File: config.mk
export PLATFORM = sky130hd
export DESIGN_NAME = sol_ctrl
export DESIGN_NICKNAME = d
export VERILOG_FILES = /design/src/sol_pkg.sv /design/src/sol_ctrl.sv
export SDC_FILE = /design/constraint.sdc
export NUM_CORES = 1
export LEC_CHECK = 0
export BUFFER_PORTS_ARGS = -buffer_cell sky130_fd_sc_hd__buf_4
export CORE_AREA = 5 5 42 44
export CTS_BUF_LIST = sky130_fd_sc_hd__clkbuf_8
export DETAILED_ROUTE_END_ITERATION = 8
export DIE_AREA = 0 0 47 49
export GPL_TIMING_DRIVEN = 0
export PLACE_DENSITY = 0.53
export SYNTH_ARGS = -nofsm -noshare
export SYNTH_HDL_FRONTEND = slang
export SYNTH_SLANG_ARGS = --single-unit
export TNS_END_PERCENT = 1
File: constraint.sdc
create_clock -name clk -period 3 [get_ports clk]
set_input_delay 0.3 -clock clk [delete_from_list [all_inputs] [get_ports clk]]
set_output_delay 0.3 -clock clk [all_outputs]
set_load 0.05 [all_outputs]
File: src/sol_pkg.sv
// Package for the self-organising list lookup: types, codes and default sizes.
package sol_pkg;

    localparam int TABLE_DEPTH_DEF = 256;
    localparam int COUNT_WIDTH_DEF = 16;
    localparam int VALUE_W         = 32;

    localparam logic [1:0] MODE_SWAP_FRONT = 2'd0;
    localparam logic [1:0] MODE_TRANSPOSE  = 2'd1;
    localparam logic [1:0] MODE_COUNT      = 2'd2;
    localparam logic [1:0] MODE_RESERVED   = 2'd3;

    localparam logic CMD_LOOKUP = 1'b0;
    localparam logic CMD_LOAD   = 1'b1;

    typedef struct packed {
        logic               command;
        logic signed [31:0] key;
        logic        [7:0]  slot;
        logic signed [31:0] load_value;
    } sol_item_t;

    typedef struct packed {
        logic       hit;
        logic [7:0] position_before;
        logic [7:0] position_after;
    } sol_result_t;

    typedef enum logic [2:0] {
        ST_CLEAR,
        ST_IDLE,
        ST_SCAN,
        ST_WR1,
        ST_WR2,
        ST_LOAD,
        ST_DONE
    } sol_state_t;

    // Commands from the controller to the datapath.
    typedef struct packed {
        logic latch_item;
        logic clear_write;
        logic issue;
        logic compare;
        logic wr1;
        logic wr2;
        logic load_write;
        logic res_en;
        logic res_hit;
    } sol_cmd_t;

    // Status from the datapath to the controller.
    typedef struct packed {
        logic is_load;
        logic clear_last;
        logic issued_all;
        logic match;
        logic last;
        logic w2_en;
    } sol_status_t;

endpackage

File: src/sol_ctrl.sv
// Controller state machine of the self-organising list lookup.
module sol_ctrl (
    input  logic                 clk,
    input  logic                 rst_n,
    input  logic                 start,
    input  sol_pkg::sol_status_t status,
    output sol_pkg::sol_cmd_t    cmd,
    output logic                 busy,
    output logic                 done
);

    sol_pkg::sol_state_t state_reg, state_next;

    always_ff @(posedge clk or negedge rst_n)
    begin
        if (!rst_n)
        begin
            state_reg <= sol_pkg::ST_CLEAR;
        end
        else
        begin
            state_reg <= state_next;
        end
    end

    always_comb
    begin
        state_next = state_reg;
        case (state_reg)
            sol_pkg::ST_CLEAR:
            begin
                if (status.clear_last)
                begin
                    state_next = sol_pkg::ST_IDLE;
                end
            end
            sol_pkg::ST_IDLE:
            begin
                if (start)
                begin
                    state_next = status.is_load ? sol_pkg::ST_LOAD : sol_pkg::ST_SCAN;
                end
            end
            sol_pkg::ST_SCAN:
            begin
                if (status.match)
                begin
                    state_next = sol_pkg::ST_WR1;
                end
                else if (status.last)
                begin
                    state_next = sol_pkg::ST_DONE;
                end
            end
            sol_pkg::ST_WR1:
            begin
                state_next = status.w2_en ? sol_pkg::ST_WR2 : sol_pkg::ST_DONE;
            end
            sol_pkg::ST_WR2:  state_next = sol_pkg::ST_DONE;
            sol_pkg::ST_LOAD: state_next = sol_pkg::ST_DONE;
            sol_pkg::ST_DONE: state_next = sol_pkg::ST_IDLE;
            default:          state_next = sol_pkg::ST_IDLE;
        endcase
    end

    always_comb
    begin
        cmd  = '0;
        busy = 1'b1;
        done = 1'b0;
        case (state_reg)
            sol_pkg::ST_CLEAR:
            begin
                cmd.clear_write = 1'b1;
            end
            sol_pkg::ST_IDLE:
            begin
                busy           = 1'b0;
                cmd.latch_item = start;
            end
            sol_pkg::ST_SCAN:
            begin
                cmd.issue   = !status.issued_all;
                cmd.compare = 1'b1;
                cmd.res_en  = !status.match && status.last;
            end
            sol_pkg::ST_WR1:
            begin
                cmd.wr1     = 1'b1;
                cmd.res_en  = !status.w2_en;
                cmd.res_hit = 1'b1;
            end
            sol_pkg::ST_WR2:
            begin
                cmd.wr2     = 1'b1;
                cmd.res_en  = 1'b1;
                cmd.res_hit = 1'b1;
            end
            sol_pkg::ST_LOAD:
            begin
                cmd.load_write = 1'b1;
                cmd.res_en     = 1'b1;
            end
            sol_pkg::ST_DONE:
            begin
                done = 1'b1;
            end
            default:
            begin
                busy = 1'b1;
            end
        endcase
    end

    // An accepted item always makes the block busy on the next cycle.
    assert property (@(posedge clk) disable iff (!rst_n) (start && !busy) |=> busy)
        else $error("busy not raised after an accepted item");

    // The result strobe lasts exactly one cycle.
    assert property (@(posedge clk) disable iff (!rst_n) done |=> !done)
        else $error("result strobe held for more than one cycle");

    // A hit found during the scan is always followed by the first reorder write.
    assert property (@(posedge clk) disable iff (!rst_n)
        (state_reg == sol_pkg::ST_SCAN && status.match) |=> (state_reg == sol_pkg::ST_WR1))
        else $error("hit in scan not followed by reorder write");

    // Nothing is written to the table while the block is idle.
    assert property (@(posedge clk) disable iff (!rst_n)
        !busy |-> !(cmd.wr1 || cmd.wr2 || cmd.load_write || cmd.clear_write))
        else $error("table write while idle");

    // A result is only reported when the block has been busy with an item.
    assert property (@(posedge clk) disable iff (!rst_n) done |-> $past(busy))
        else $error("result strobe without a preceding busy cycle");

endmodule
# After elaboration in Yosys (flattened, before gate mapping)
# Index checks and enable logic that the tools add are counted.
[word_totals]
register_bits = 3
inputBits = 9
out_inout_bits = 11
wordCells = 35
[op_classes]
eq_ne = 9
n_mux = 17
reduce_logical = 8
[op_table]
columns = ["op", "n"]
rows = [
  ["$mux 3", 5],
  ["$pmux 3 s5", 1],
  ["$eq 3x3->1 const B", 3],
  ["$mux 1", 8],
  ["$eq 3x2->1 const B", 2],
  ["$mux 2", 2],
  ["$ne 2x2->1 const B", 2],
  ["$reduce_or 2->1", 2],
  ["$eq 3x1->1 const B", 1],
  ["$logic_not 1->1", 3],
  ["$logic_not 3->1", 1],
  ["$ne 3x3->1 const B", 1],
  ["$pmux 1 s3", 1],
  ["$reduce_and 3->1", 1],
  ["$logic_and 1x1->1", 1],
]

# Longest topological paths before layout
[depth]
word_depth = 3
mapped_depth = 4
ltp_nobuf = 3

# Least setup slack after synthesis
# No wires, ideal clock.
[synth_path]
kind = "flip-flop to output port"
start = "register state_reg[0]"
end = "output port cmd[7] (netlist name)"
arrival_ps = 1595
path_slack_ps = 1105
path_stages_with_launch = 3
path_cell_list = "dfrtp_1 > buf_6 > nor3_1"
[synth_rtl]
columns = ["item", "line", "rtl"]
rows = [
  ["from (decl)", "sol_ctrl.sv:12", "sol_pkg::sol_state_t state_reg, state_next;"],
  ["from (signal assigned)", "sol_ctrl.sv:18", "state_reg <= sol_pkg::ST_CLEAR;"],
  ["from (signal assigned)", "sol_ctrl.sv:22", "state_reg <= state_next;"],
  ["to (decl)", "sol_ctrl.sv:7", "output sol_pkg::sol_cmd_t cmd,"],
]

==> summary.md <==
| Metric | Value |
|---|---|
| Worst path max stage delay | `440 ps` |
| Die Area | `2303 um^2` |
| Row cnt | `14` |
| Drt via density | `4.167` |
| Sequential area share after synthesis | `28.85%` |
| Core outline area | `1401 um^2` |
| Synth unique cells | `23` |
| Worst skew pair latency | `210 ps` |
| Flops & latches, synth | `3` |
| Fmax | `601.2 MHz` |
| IO buf count | `19` |
| Worst-Margin Slew | `244.1 ps` |
| Post-DRT Antenna Nets | `0` |
| Setup Fix Bufs, Post-CTS | `0` |
| Hold Crit Class | `in2reg` |
| Mean Syn Cell Area | `8.133 um^2` |
| Largest register FFs | `3` |
| Top Family by Delay on Critical Path | `simple AND/OR/NAND/NOR gates` |
| Area Overhead vs Synth | `83.65%` |
| RSZ-0062 raised after global routing | `false` |
| CTS sink count | `3` |
| CTS tree | `yes` |
| Initial DRC count | `0` |
| Total Routing Usage GR | `7.123%` |
| Status | `complete, no violations` |
| Clk_skew | `3.074 ps` |
| Gpl congestion | `0.7768` |
| First-pass GRT wire length | `1.152 mm` |
| Period utilization | `55.44%` |
| I/O Pins | `20` |
| CP endpoint kind | `primary output` |
| Residual DRC | `0` |
| Most frequent cells in the layout | `buf_4 (19), inv_1 (4)` |
| WL per Instance | `10.19 um` |
| Final hold viol count | `0` |
| Mapped Area | `260.3 um^2` |
| Fin nets | `66` |
| CTS buffer count | `3` |
| Crit path DAT | `1360 ps` |
| Startpoint class of the critical path | `flop` |
| Number of global-route vias before repair | `294` |
| Commonest non-fill, non-tap cell in the layout | `buf_4` |
| Critical path type | `reg2out` |
| Share of layout cells above drive strength 1 | `51.79%` |
| Post-DP HPWL | `604.6 um` |
| Max_cap viols | `0` |
| Crit path buffers/inverters | `1` |
| H-Tree Depth | `1` |
| Starting Density | `18.57%` |
| Die Width | `47 um` |
| Die height | `49 um` |
| Slew margin rel. | `83.66%` |
| Crit-path slowest cell | `dfrtp_1` |
| Syn Inst Count | `32` |
| Syn_nets | `41` |
| Critical Path, Cell by Cell | `or2b_4 -> nor2_4 -> or2_1 -> buf_4` |
| Clock-pin slew on the worst setup and hold paths | `30 ps` |
| Worst Path Required | `2700 ps` |
| Final-report setup violation count | `0` |
| Largest net degree at the start of global routing | `11` |
| Final min period | `1663 ps` |
| Crit path max fanout | `8` |
| Clock Tree Buf Depth | `2` |
| Setup TNS | `0 ps` |
| Root Driver | `clkbuf_8` |
| Total wire length | `734 um` |
| Diodes inserted | `0` |
| Number of detailed-route iterations in the first pass | `1` |
| Via count | `300` |
| Final Slew Violations | `0` |
| Remaining Overflow, GRT | `0` |
| Syn. warnings | `0` |
| Initial antenna violation count | `0` |
## synth_stat cells
cell / number / area [um^2]
and3_1: 1 / 6.260
dfrtp_1: 3 / 75.07
nor2_4: 1 / 11.26
o21ai_1: 1 / 5.000
o31ai_1: 1 / 7.510
a31oi_1: 2 / 12.51
or2b_4: 1 / 11.26
nand2b_2: 1 / 8.760
a21oi_1: 3 / 15.01
nor2_1: 3 / 11.26
inv_1: 3 / 11.26
or2_1: 1 / 6.260
o211ai_1: 1 / 7.510
nand2_1: 1 / 3.750
o21ai_0: 1 / 5.000
buf_6: 1 / 11.26
nor3_2: 1 / 10.01
nand3b_1: 1 / 7.510
nor2_2: 1 / 6.260
a2bb2oi_1: 1 / 8.760
nor2b_1: 1 / 6.260
nor3_1: 1 / 5.000
and3_2: 1 / 7.510
## kinds of logic (layout without fill, tap and decap cells)
group	after synthesis	after routing	synth area share, %
compound gates	10	10	23.55
buf+inv	4	28	8.653
flops	3	3	28.85
simple gates	15	15	38.95
## area by class of cell
cell class,instances,area (um^2)
clock buffer,3,41.29
multi-input combinational,25,162.7
tap,16,20.02
timing repair buffer,20,152.6
fill,160,923.4
sequential,3,75.07
inverter,3,11.26
buffer,1,11.26
clock inverter,1,3.754
## worst min-delay path, delay by kind of cell
family                 cells  cell delay (ps)
AO/OA/AOI/OAI              2              140
buffers and inverters      1               70
## path summary, 6_finish.rpt
kind | startpoint | end | slack [ps] | cells past startpoint
setup / recovery | state_reg[1] | cmd[0] | 1340 | 4
hold / removal | status[4] | state_reg[0] | 340 | 3
setup reg to reg | state_reg[2] | state_reg[0] | 2000 | 3
hold reg to reg | state_reg[2] | state_reg[2] | 640 | 1
max in group asynchronous | rst_n | state_reg[1] | 2500 | 2
min in group asynchronous | rst_n | state_reg[0] | 410 | 2
## metal layers
metal	vias up	routed length (um)	GRT usage, %	share of wire (%)
met5	-	0	0	0
met3	0	91	3.690	12
met4	0	0	5.530	0
li1	162	-	-	-
met1	126	303	7.285	41
met2	12	339	10.41	46
## per-stage QoR
step / utilization, % / cells / hold WS, ps / worst slack, ps / area [um^2]
floorplan: - / 32 / 4.409 / 1105 / 260.3
global placement: 30.18 / 67 / 89.85 / 1559 / 422.9
detailed placement: 30.18 / 67 / 91.45 / 1558 / 422.9
CTS: 34.11 / 72 / 336.0 / 1330 / 478.0
global route: 34.11 / 72 / 356.0 / 1296 / 478.0
finish: 34.11 / 72 / 338.4 / 1337 / 478.0
## repair_timing
| action | in CTS | in global routing |
|---|---|---|
| hold buffers | 1 | 0 |
| resized for setup | 0 | 0 |
| hold endpoints to repair | 3 | 0 |
Power is left out: the tool's default activity adds up to more than one toggle a clock period on the data nets, which glitch-free logic cannot reach.
